**config.mk**
```make
export PLATFORM = sky130hd
export DESIGN_NAME = ir_pulse_width_transmitter
export DESIGN_NICKNAME = d
export VERILOG_FILES = /design/src/hw/rtl/irpwt_pkg.sv /design/src/hw/rtl/irpwt_cfg_regs.sv /design/src/hw/rtl/irpwt_frame_gen.sv /design/src/hw/rtl/irpwt_out_stage.sv /design/src/hw/rtl/ir_pulse_width_transmitter.sv
export SDC_FILE = /design/constraint.sdc
export NUM_CORES = 1
export LEC_CHECK = 0
export ABC_AREA = 0
export ABC_CLOCK_PERIOD_IN_PS = 7170
export BUFFER_PORTS_ARGS = -buffer_cell sky130_fd_sc_hd__clkbuf_2
export CAP_MARGIN = 25
export CORE_MARGIN = 4
export CORE_UTILIZATION = 30
export DETAILED_ROUTE_END_ITERATION = 7
export SLEW_MARGIN = 10
export SYNTH_ARGS = -nofsm -noshare
export SYNTH_HDL_FRONTEND = slang
export SYNTH_HIERARCHICAL = 1
export SYNTH_SLANG_ARGS = --single-unit
```
**constraint.sdc**
```tcl
create_clock -name i_clk -period 7.17 [get_ports i_clk]
set_input_delay 1.0755 -clock i_clk [delete_from_list [all_inputs] [get_ports i_clk]]
set_output_delay 1.0755 -clock i_clk [all_outputs]
set_load 0.005 [all_outputs]
```
**src/hw/rtl/irpwt_pkg.sv**
```systemverilog
// Shared types and constants for the pulse-width IR transmitter.
// No dependencies; every other file of the block imports this package.
package irpwt_pkg;

    localparam int MESSAGE_W    = 7;
    localparam int UNIT_W       = 16;
    localparam int CMP_W        = 8;
    localparam int SEG_COUNT_W  = UNIT_W + 2;  // four units of the widest unit

    localparam logic [UNIT_W-1:0] UNIT_TICKS_RST  = 16'd4800;
    localparam logic [CMP_W-1:0]  CARRIER_CMP_RST = 8'd104;

    // Register indexes on the configuration port
    localparam logic REG_UNIT_TICKS  = 1'b0;
    localparam logic REG_CARRIER_CMP = 1'b1;

    typedef struct packed {
        logic [UNIT_W-1:0] unit_ticks;
        logic [CMP_W-1:0]  carrier_compare;
    } t_cfg;

    typedef struct packed {
        logic ir_level;
        logic busy_res;
        logic accepted;
        logic frame_done;
    } t_result;

endpackage

```
**src/hw/rtl/irpwt_cfg_regs.sv**
```systemverilog
// APB-style configuration registers: unit length and carrier compare.
// Depends on irpwt_pkg.
module irpwt_cfg_regs (
    input  logic               i_clk,
    input  logic               i_rst_n,
    input  logic               psel,
    input  logic               penable,
    input  logic               pwrite,
    input  logic [2:0]         paddr,
    input  logic [31:0]        pwdata,
    output logic [31:0]        prdata,
    output logic               pready,
    output irpwt_pkg::t_cfg    o_cfg
);
    import irpwt_pkg::*;

    logic [UNIT_W-1:0] r_unit_ticks;
    logic [CMP_W-1:0]  r_carrier_cmp;
    logic              w_reg_index;
    logic              w_write;

    assign pready      = 1'b1;
    assign w_reg_index = paddr[2];
    assign w_write     = psel & penable & pwrite;

    always_ff @(posedge i_clk) begin
        if (!i_rst_n) begin
            r_unit_ticks  <= UNIT_TICKS_RST;
            r_carrier_cmp <= CARRIER_CMP_RST;
        end else if (w_write) begin
            unique case (w_reg_index)
                REG_UNIT_TICKS:  r_unit_ticks  <= pwdata[UNIT_W-1:0];
                REG_CARRIER_CMP: r_carrier_cmp <= pwdata[CMP_W-1:0];
                default: ;
            endcase
        end
    end

    always_comb begin
        unique case (w_reg_index)
            REG_UNIT_TICKS:  prdata = {{(32-UNIT_W){1'b0}}, r_unit_ticks};
            REG_CARRIER_CMP: prdata = {{(32-CMP_W){1'b0}}, r_carrier_cmp};
            default:         prdata = '0;
        endcase
    end

    assign o_cfg.unit_ticks      = r_unit_ticks;
    assign o_cfg.carrier_compare = r_carrier_cmp;

endmodule

```
**src/hw/rtl/irpwt_frame_gen.sv**
```systemverilog
// Frame state and per-transaction next-state logic: segment sequencing,
// mark/space timing and carrier generation. Depends on irpwt_pkg.
module irpwt_frame_gen #(
    parameter int COMMAND_BITS = 7,
    parameter int ADDRESS_BITS = 5
) (
    input  logic                              i_clk,
    input  logic                              i_rst_n,
    input  logic                              i_fire,
    input  logic                              i_req_type,
    input  logic [irpwt_pkg::MESSAGE_W-1:0]   i_message,
    input  irpwt_pkg::t_cfg                   i_cfg,
    output irpwt_pkg::t_result                o_result
);
    import irpwt_pkg::*;

    localparam int SEG_TOTAL = 2 * (1 + COMMAND_BITS + ADDRESS_BITS);
    localparam int SEG_W     = $clog2(SEG_TOTAL);

    logic                   r_active,     n_active;
    logic [SEG_W-1:0]       r_seg_idx,    n_seg_idx;
    logic [SEG_COUNT_W-1:0] r_seg_cnt,    n_seg_cnt;
    logic [CMP_W-1:0]       r_car_cnt,    n_car_cnt;
    logic                   r_car_lvl,    n_car_lvl;
    logic [COMMAND_BITS-1:0] r_cmd,       n_cmd;

    logic [COMMAND_BITS+MESSAGE_W-1:0] w_msg_wide;
    logic [UNIT_W-1:0]      w_unit;
    logic [SEG_COUNT_W-1:0] w_len;
    logic [SEG_COUNT_W-1:0] w_seg_inc;
    logic [CMP_W:0]         w_car_inc;
    logic [SEG_W:0]         w_idx_inc;
    logic                   w_mark;
    logic                   w_start_sym;
    logic                   w_accepted;
    logic                   w_done;

    assign w_msg_wide  = {{COMMAND_BITS{1'b0}}, i_message};
    assign w_unit      = (i_cfg.unit_ticks == '0) ? UNIT_W'(1) : i_cfg.unit_ticks;
    assign w_mark      = ~r_seg_idx[0];
    assign w_start_sym = (r_seg_idx[SEG_W-1:1] == '0);

    // Command bits shift out as their marks end, so zeros follow for the address
    always_comb begin
        if (!w_mark) begin
            w_len = {2'b00, w_unit};
        end else if (w_start_sym) begin
            w_len = {w_unit, 2'b00};
        end else if (r_cmd[0]) begin
            w_len = {1'b0, w_unit, 1'b0};
        end else begin
            w_len = {2'b00, w_unit};
        end
    end

    assign w_seg_inc = r_seg_cnt + SEG_COUNT_W'(1);
    assign w_car_inc = {1'b0, r_car_cnt} + (CMP_W+1)'(1);
    assign w_idx_inc = {1'b0, r_seg_idx} + (SEG_W+1)'(1);

    always_comb begin
        n_active   = r_active;
        n_seg_idx  = r_seg_idx;
        n_seg_cnt  = r_seg_cnt;
        n_car_cnt  = r_car_cnt;
        n_car_lvl  = r_car_lvl;
        n_cmd      = r_cmd;
        w_accepted = 1'b0;
        w_done     = 1'b0;

        if (i_req_type) begin
            // a request while busy is refused and leaves the state alone
            if (!r_active) begin
                n_cmd      = w_msg_wide[COMMAND_BITS-1:0];
                n_active   = 1'b1;
                n_seg_idx  = '0;
                n_seg_cnt  = '0;
                n_car_cnt  = '0;
                n_car_lvl  = 1'b0;
                w_accepted = 1'b1;
            end
        end else if (r_active) begin
            n_seg_cnt = w_seg_inc;
            if (w_mark) begin
                if (w_car_inc >= ({1'b0, i_cfg.carrier_compare} + (CMP_W+1)'(1))) begin
                    n_car_cnt = '0;
                    n_car_lvl = ~r_car_lvl;
                end else begin
                    n_car_cnt = w_car_inc[CMP_W-1:0];
                end
            end
            if (w_seg_inc >= w_len) begin
                n_seg_cnt = '0;
                n_car_cnt = '0;
                n_car_lvl = 1'b0;
                if (w_mark && !w_start_sym) begin
                    n_cmd = r_cmd >> 1;
                end
                if (w_idx_inc >= (SEG_W+1)'(SEG_TOTAL)) begin
                    n_active  = 1'b0;
                    n_seg_idx = '0;
                    w_done    = 1'b1;
                end else begin
                    n_seg_idx = w_idx_inc[SEG_W-1:0];
                end
            end
        end
    end

    always_ff @(posedge i_clk) begin
        if (!i_rst_n) begin
            r_active  <= 1'b0;
            r_seg_idx <= '0;
            r_seg_cnt <= '0;
            r_car_cnt <= '0;
            r_car_lvl <= 1'b0;
            r_cmd     <= '0;
        end else if (i_fire) begin
            r_active  <= n_active;
            r_seg_idx <= n_seg_idx;
            r_seg_cnt <= n_seg_cnt;
            r_car_cnt <= n_car_cnt;
            r_car_lvl <= n_car_lvl;
            r_cmd     <= n_cmd;
        end
    end

    assign o_result.ir_level   = n_active & ~n_seg_idx[0] & n_car_lvl;
    assign o_result.busy_res   = n_active;
    assign o_result.accepted   = w_accepted;
    assign o_result.frame_done = w_done;

endmodule

```
**src/hw/rtl/irpwt_out_stage.sv**
```systemverilog
// Result register with a skid stage so the input side keeps moving while
// a finished result waits. Depends on irpwt_pkg.
module irpwt_out_stage (
    input  logic               i_clk,
    input  logic               i_rst_n,
    input  logic               i_fire,
    input  irpwt_pkg::t_result i_result,
    output logic               o_full,
    output logic               o_valid,
    input  logic               i_stall,
    output irpwt_pkg::t_result o_result
);
    import irpwt_pkg::*;

    logic    r_out_valid;
    logic    r_skid_valid;
    t_result r_out;
    t_result r_skid;
    logic    w_out_fire;
    logic    w_out_free;

    assign w_out_fire = r_out_valid & ~i_stall;
    assign w_out_free = ~r_out_valid | w_out_fire;

    always_ff @(posedge i_clk) begin
        if (!i_rst_n) begin
            r_out_valid  <= 1'b0;
            r_skid_valid <= 1'b0;
        end else begin
            if (w_out_free) begin
                r_out_valid <= r_skid_valid | i_fire;
            end
            if (r_skid_valid && w_out_free) begin
                r_skid_valid <= 1'b0;
            end else if (i_fire && !w_out_free) begin
                r_skid_valid <= 1'b1;
            end
        end
    end

    // payload: drain the skid first, else take the new transaction
    always_ff @(posedge i_clk) begin
        if (w_out_free) begin
            if (r_skid_valid) begin
                r_out <= r_skid;
            end else if (i_fire) begin
                r_out <= i_result;
            end
        end
        if (i_fire && !w_out_free) begin
            r_skid <= i_result;
        end
    end

    assign o_full   = r_skid_valid;
    assign o_valid  = r_out_valid;
    assign o_result = r_out;

endmodule

```
**src/hw/rtl/ir_pulse_width_transmitter.sv**
```systemverilog
// Pulse-width IR frame transmitter, one timer tick or send request per transaction.
// Results are registered, via the skid stage when the output stalls.
// Throughput: one transaction per cycle; the frame state updates in a single pass.
// Input stalls only while the skid stage holds a result the output side has not taken.
// Reset (synchronous, active low) returns to idle and loads the default
// unit length and carrier compare; no clearing pass is needed.
module ir_pulse_width_transmitter #(
    parameter int COMMAND_BITS = 7,
    parameter int ADDRESS_BITS = 5
) (
    input  logic                             i_clk,
    input  logic                             i_rst_n,
    input  logic                             i_valid,
    output logic                             o_stall,
    input  logic                             i_req_type,
    input  logic [irpwt_pkg::MESSAGE_W-1:0]  i_message,
    output logic                             o_valid,
    input  logic                             i_stall,
    output logic                             o_ir_level,
    output logic                             o_busy_res,
    output logic                             o_accepted,
    output logic                             o_frame_done,
    input  logic                             psel,
    input  logic                             penable,
    input  logic                             pwrite,
    input  logic [2:0]                       paddr,
    input  logic [31:0]                      pwdata,
    output logic [31:0]                      prdata,
    output logic                             pready
);
    import irpwt_pkg::*;

    t_cfg    w_cfg;
    t_result w_next_result;
    t_result w_out_result;
    logic    w_full;
    logic    w_in_fire;

    assign o_stall   = w_full;
    assign w_in_fire = i_valid & ~w_full;

    irpwt_cfg_regs u_cfg_regs (
        .i_clk   (i_clk),
        .i_rst_n (i_rst_n),
        .psel    (psel),
        .penable (penable),
        .pwrite  (pwrite),
        .paddr   (paddr),
        .pwdata  (pwdata),
        .prdata  (prdata),
        .pready  (pready),
        .o_cfg   (w_cfg)
    );

    irpwt_frame_gen #(
        .COMMAND_BITS (COMMAND_BITS),
        .ADDRESS_BITS (ADDRESS_BITS)
    ) u_frame_gen (
        .i_clk      (i_clk),
        .i_rst_n    (i_rst_n),
        .i_fire     (w_in_fire),
        .i_req_type (i_req_type),
        .i_message  (i_message),
        .i_cfg      (w_cfg),
        .o_result   (w_next_result)
    );

    irpwt_out_stage u_out_stage (
        .i_clk    (i_clk),
        .i_rst_n  (i_rst_n),
        .i_fire   (w_in_fire),
        .i_result (w_next_result),
        .o_full   (w_full),
        .o_valid  (o_valid),
        .i_stall  (i_stall),
        .o_result (w_out_result)
    );

    assign o_ir_level   = w_out_result.ir_level;
    assign o_busy_res   = w_out_result.busy_res;
    assign o_accepted   = w_out_result.accepted;
    assign o_frame_done = w_out_result.frame_done;

endmodule
```
After elaboration in Yosys (flattened, before gate mapping)

Index checks and enable logic that the tools add are counted.

Word-level logic and storage cells: 106
Input bits: 50
Output and inout port bits: 39
Flip-flop bits (word level): 74

Bitwise gates (word level): 16
Equality and inequality tests: 2
Reduce and logical (&&, ||, !) cells: 19
Order comparisons: 3
Mux-type cells: 43
Add/subtract/negate cells: 4

Operators by type and width:

| kind                                                                                 | count |
|---|---|
| 18-bit two-way mux                                                                   | 6 |
| 32-bit one-hot mux with 2 select lines                                               | 1 |
| 8-bit two-way mux                                                                    | 6 |
| 7-bit two-way mux                                                                    | 5 |
| 5-bit two-way mux                                                                    | 5 |
| 18-bit by 1-bit adder with 18-bit output (second input constant)                     | 1 |
| 8-bit by 1-bit adder with 9-bit output (second input constant)                       | 2 |
| 18-bit greater-or-equal comparator                                                   | 1 |
| 17-bit two-way mux                                                                   | 1 |
| 16-bit zero test                                                                     | 1 |
| 1-bit two-way mux                                                                    | 16 |
| 16-bit two-way mux                                                                   | 1 |
| 9-bit greater-or-equal comparator                                                    | 1 |
| 4-bit two-way mux                                                                    | 2 |
| 1-bit inverter                                                                       | 8 |
| 4-bit AND reduction                                                                  | 2 |
| 2-bit nonzero test                                                                   | 4 |
| 5-bit by 1-bit adder with 6-bit output (second input constant)                       | 1 |
| 1-bit bitwise AND                                                                    | 6 |
| 6-bit by 5-bit greater-or-equal comparator with 1-bit output (second input constant) | 1 |
| 2-bit AND reduction                                                                  | 3 |
| 5-bit AND reduction                                                                  | 1 |
| 4-bit zero test                                                                      | 1 |
| 1-bit logical AND                                                                    | 3 |
| 6 further kinds                                                                      | 8 |

Depth between registers and ports, before layout

Depth after elaboration: 14
Gate-level depth with buffers: 18
Depth with buffers taken out: 14

Cells and area by module

The synthesis kept the hierarchy.

By module, submodules not included:

| module                     | instances | area an instance (um^2) | seq. area each (um^2) | cells an instance |
|---|---|---|---|---|
| irpwt_frame_gen            | 1         | 3462.1                  | 800.8                 | 435 |
| irpwt_cfg_regs             | 1         | 1280.0                  | 480.5                 | 139 |
| irpwt_out_stage            | 1         | 366.6                   | 280.3                 | 20 |
| ir_pulse_width_transmitter | 1         | 13.8                    | 0.0                   | 1 |

Worst setup path before layout

Ideal clock, no wire load.

Path type: reg2reg
From: register u_frame_gen.r_seg_idx[4]
To: register u_out_stage.r_out (netlist bit u_out_stage/o_result[3]) (data pin)
Stages on the path, launching flop included: 17
Path slack: 3.162 ns
Data arrival time: 3.876 ns
Required time: 7.039 ns
Period minus slack after synthesis: 4.008 ns
Path through: dfxtp_1 > clkbuf_1 > or4_1 > clkbuf_1 > nand2_1 > clkbuf_1 > o22a_1 > o22ai_1 > ha_1 > a21oi_1 > a21boi_1 > a211o_1 > a2111oi_4 > o2111ai_1 > o21ba_2 > nor4_1 > mux2_1

RTL lines:

| item                   | RTL line               | text |
|---|---|---|
| start, declared        | irpwt_frame_gen.sv:21  | `logic [SEG_W-1:0] r_seg_idx, n_seg_idx;` |
| start signal, assigned | irpwt_frame_gen.sv:119 | `r_seg_idx <= n_seg_idx;` |
| end signal, assigned   | irpwt_out_stage.sv:45  | `r_out <= r_skid;` |
| end signal, assigned   | irpwt_out_stage.sv:47  | `r_out <= i_result;` |
| end, declared          | irpwt_out_stage.sv:17  | `t_result r_out;` |

==> run summary <==
TritonCTS clock tree: yes
Fillers: 1,724
Top FF cell, synth: dfxtp_1
CP max stage delay: 0.82 ns
placement-stage cell area: 5431 µm²
Pint: 786.7 µW
leading area contributor after synthesis: dfxtp_1
clock share of power: 48.9%
R2R cell count: 13
critical-path cell list: or4_1, nand2_1, o22a_1, o22ai_1, ha_1, a21oi_1, a21boi_1, a211o_1, a2111oi_4, o2111ai_1, o21ba_2, nor4_1, mux2_1
most common cell after layout, fill and taps aside: nand2_1
RSZ-0062 raised after global routing: false
routed wire length per instance: 13.69 µm
Combinational Power Share: 8.3%
endpoints failing hold: 0
Initial Util: 30.78%
main combinational cell family by area after synthesis: simple AND/OR/NAND/NOR gates
CTS buffer count: 9
Switching Fraction: 22.82%
# hold bufs at CTS: 0
outcome: complete, no violations
Max Slew Vio Count: 0
met2 Use GR: 18.76%
global routing usage on met3: 2.828%
Synth Register Bits: 74
Compound-Gate Fraction of Synth Area: 17.10%
Slew Limit Headroom: 31.67%
Synth Area in Simple Gates: 22.47%
TritonCTS Sinks: 74
proportion of layout cells with a drive suffix above 1: 14.60%
post-cts gate resize count: 0
row count: 47
Design Area, Final: 5769 µm²
Antenna Nets Post-Route: 0
Post-Route WL: 11,640 µm
Tot GR Track Use: 12.07%
Lkg Pwr: 0.002425 µW
number of detailed-route iterations in the first pass: 4
worst-path fanout max: 15
total number of vias: 4,154
CP max stage cell: or4_1
critical path depth in cells: 13
top post-synthesis cells by area: dfxtp_1, ha_1, mux2i_1
Core ar.: 16,640 µm²
placed cells: 833
Port Buffers: 53
first-pass GRT wire length: 19,360 µm
Worst Path Arrival: 4.87 ns
Post-synth EDFFs: 8
register area share after synthesis: 30.48%
Placer Congestion: 0.7705
Skew-Pair Late Insertion Delay: 0.34 ns
Root Buffer: clkbuf_16
Final HPWL DP: 8542 µm
PD cells: 176.7 nW/µm²
crit path time final: 4.664 ns
Peak VDD IR: 0.0001125 V
setup violators final: 0
Setup Skew: 0.01154 ns
I/O pin total: 89
number of inserted diodes: 0
period utilisation layout: 65.04%
post-route DRC violation count: 0
Setup TNS Final: 0 ns
Die H: 138.7 µm
global route total overflow: 0
Final #Nets: 710
drt via density: 4.887
clk buf depth: 2
Crit path buffers/inverters: 0
post-synth cell types: 67
post-CTS setup buffers: 0
die area: 19,230 µm²
Reg power frac: 42.8%
post-synthesis xor/xnor area fraction: 4.787%
Critical Path Source: u_frame_gen/r_seg_idx[4]
area grow syn2layout: 12.63%
max-cap viol count: 0
DIE WIDTH: 138.7 µm
initial antenna violation count: 0
worst hold path type: reg -> reg
Post-synth ARST share: 0%
Cell Area, Synth: 5122 µm²
non-filler cells, final: 850
Synth top area share: 25.79%
Required @ worst endpoint: 7.38 ns
Cells after Synth: 595
Initial DRC Count: 288
CP Class: reg -> reg
worst r2r src: u_frame_gen/r_seg_idx[4]
adder and majority cell fraction of the synthesized area: 8.549%
largest net degree at the start of global routing: 79
hold path depth: 2
Max Fclk: 0.2144 GHz
vias in the first global route: 3,921
Hold Crit Start: u_frame_gen/r_seg_cnt[1]
warnings from Yosys: 6
startpoint types: flop
most frequent cells in the layout: nand2_1, dfxtp_1, clkbuf_2
syn_area_per_cell: 8.609 µm²
mux contribution to synthesized area: 9.306%
Clock Pin Slew Worst Setup and Hold Paths: 0.06 ns
gr busiest metal: met2
CP top delay family: compound AO/OA/AOI/OAI gates
crit path capture type: flop
Sw Pwr: 232.6 µW
met1 usage: 16.45%
H-tree levels: 3
slew of the pin with the lowest slew margin: 1.024 ns
-- cell type report --
| class | instances | area [µm²] | share of cell area (%) |
|---|---|---|---|
| well taps | 220 | 275.3 | 4.771 |
| clock inverters | 4 | 73.82 | 1.280 |
| inverters | 15 | 56.30 | 0.9759 |
| clock buffers | 12 | 256.5 | 4.446 |
| multi-input cells | 468 | 3251 | 56.34 |
| flip-flops and latches | 74 | 1562 | 27.07 |
| repair buffers | 57 | 295.3 | 5.118 |
-- power by group through the flow --
stage,sequential (µW),clock [µW],combinational [µW]
4_1_cts,436,516,86.1
2_1_floorplan,443,0,67.2
3_5_place_dp,446,0,85.8
6_report,437,498,84.8
5_1_grt,438,533,96.2
3_3_place_gp,445,0,84.8
-- worst min-delay path: cells and delay by family, from the launching register on --
kind	cells	cell delay (ns)
simple gates	1	0.05
flops	1	0.32
compound gates	1	0.06
-- logic make-up (layout without fill, tap and decap cells) --
kind of cell,count (synthesis),in the layout
mux,46,46
compound gates,116,116
other cells,2,17
fa+ha+maj,35,35
flops,74,74
xor+xnor,28,28
simple gates,226,226
buf+inv,68,88
-- path summary, 6_finish.rpt --
path / to / slack, ns
hold reg to reg: u_frame_gen/r_seg_cnt[1] / 0.48
hold / removal: u_frame_gen/r_seg_cnt[1] / 0.48
setup / recovery: u_out_stage/o_result[3] / 2.51
setup reg to reg: u_out_stage/o_result[3] / 2.51
-- sequential cells by signal, summed over array words and instances, names as in the netlist --
register and flops:
u_out_stage/o_full 1, u_frame_gen/r_car_cnt 8, u_frame_gen/r_cmd 7, u_frame_gen/r_seg_cnt 18, u_frame_gen/r_car_lvl 1, u_cfg_regs/r_carrier_cmp 8
u_out_stage/r_skid 4, u_out_stage/o_valid 1, u_out_stage/o_result 4, u_frame_gen/r_seg_idx 5, u_cfg_regs/r_unit_ticks 16, u_frame_gen/r_active 1
-- per-stage QoR --
stage | hold slack, ns | power (µW) | utilization (%) | worst slack (ns)
2_1_floorplan | 0.4450 | 509.8 | - | 3.162
3_3_place_gp | 0.4721 | 530.1 | 32.64 | 2.559
3_5_place_dp | 0.4766 | 531.3 | 32.64 | 2.501
4_1_cts | 0.4850 | 1038 | 34.62 | 2.506
5_1_grt | 0.5117 | 1066 | 34.67 | 2.183
6_report | 0.4779 | 1019 | 34.67 | 2.506
-- synthesized netlist by cell type (6+ instances only) --
| master | count |
|---|---|
| a21boi_0 | 16 |
| a21oi_1 | 12 |
| and3_1 | 10 |
| buf_4 | 20 |
| clkbuf_1 | 27 |
| dfxtp_1 | 66 |
| edfxtp_1 | 8 |
| ha_1 | 35 |
| inv_1 | 15 |
| mux2_2 | 8 |
| mux2i_1 | 33 |
| nand2_1 | 78 |
| nand3_1 | 34 |
| nand3b_1 | 7 |
| nand4_1 | 6 |
| nor2_1 | 32 |
| nor2b_1 | 25 |
| nor4_1 | 7 |
| o211a_1 | 6 |
| o21ai_0 | 16 |
| o22a_1 | 13 |
| o22ai_1 | 15 |
| xnor2_1 | 13 |
| xor2_1 | 15 |
-- routing by layer --
layer / wire (µm) / vias up
li1: - / 2161
met1: 5524 / 1908
met2: 5439 / 70
met3: 487 / 15
met4: 183 / 0
met5: 0 / -
Power figures use the tool's default switching activity.
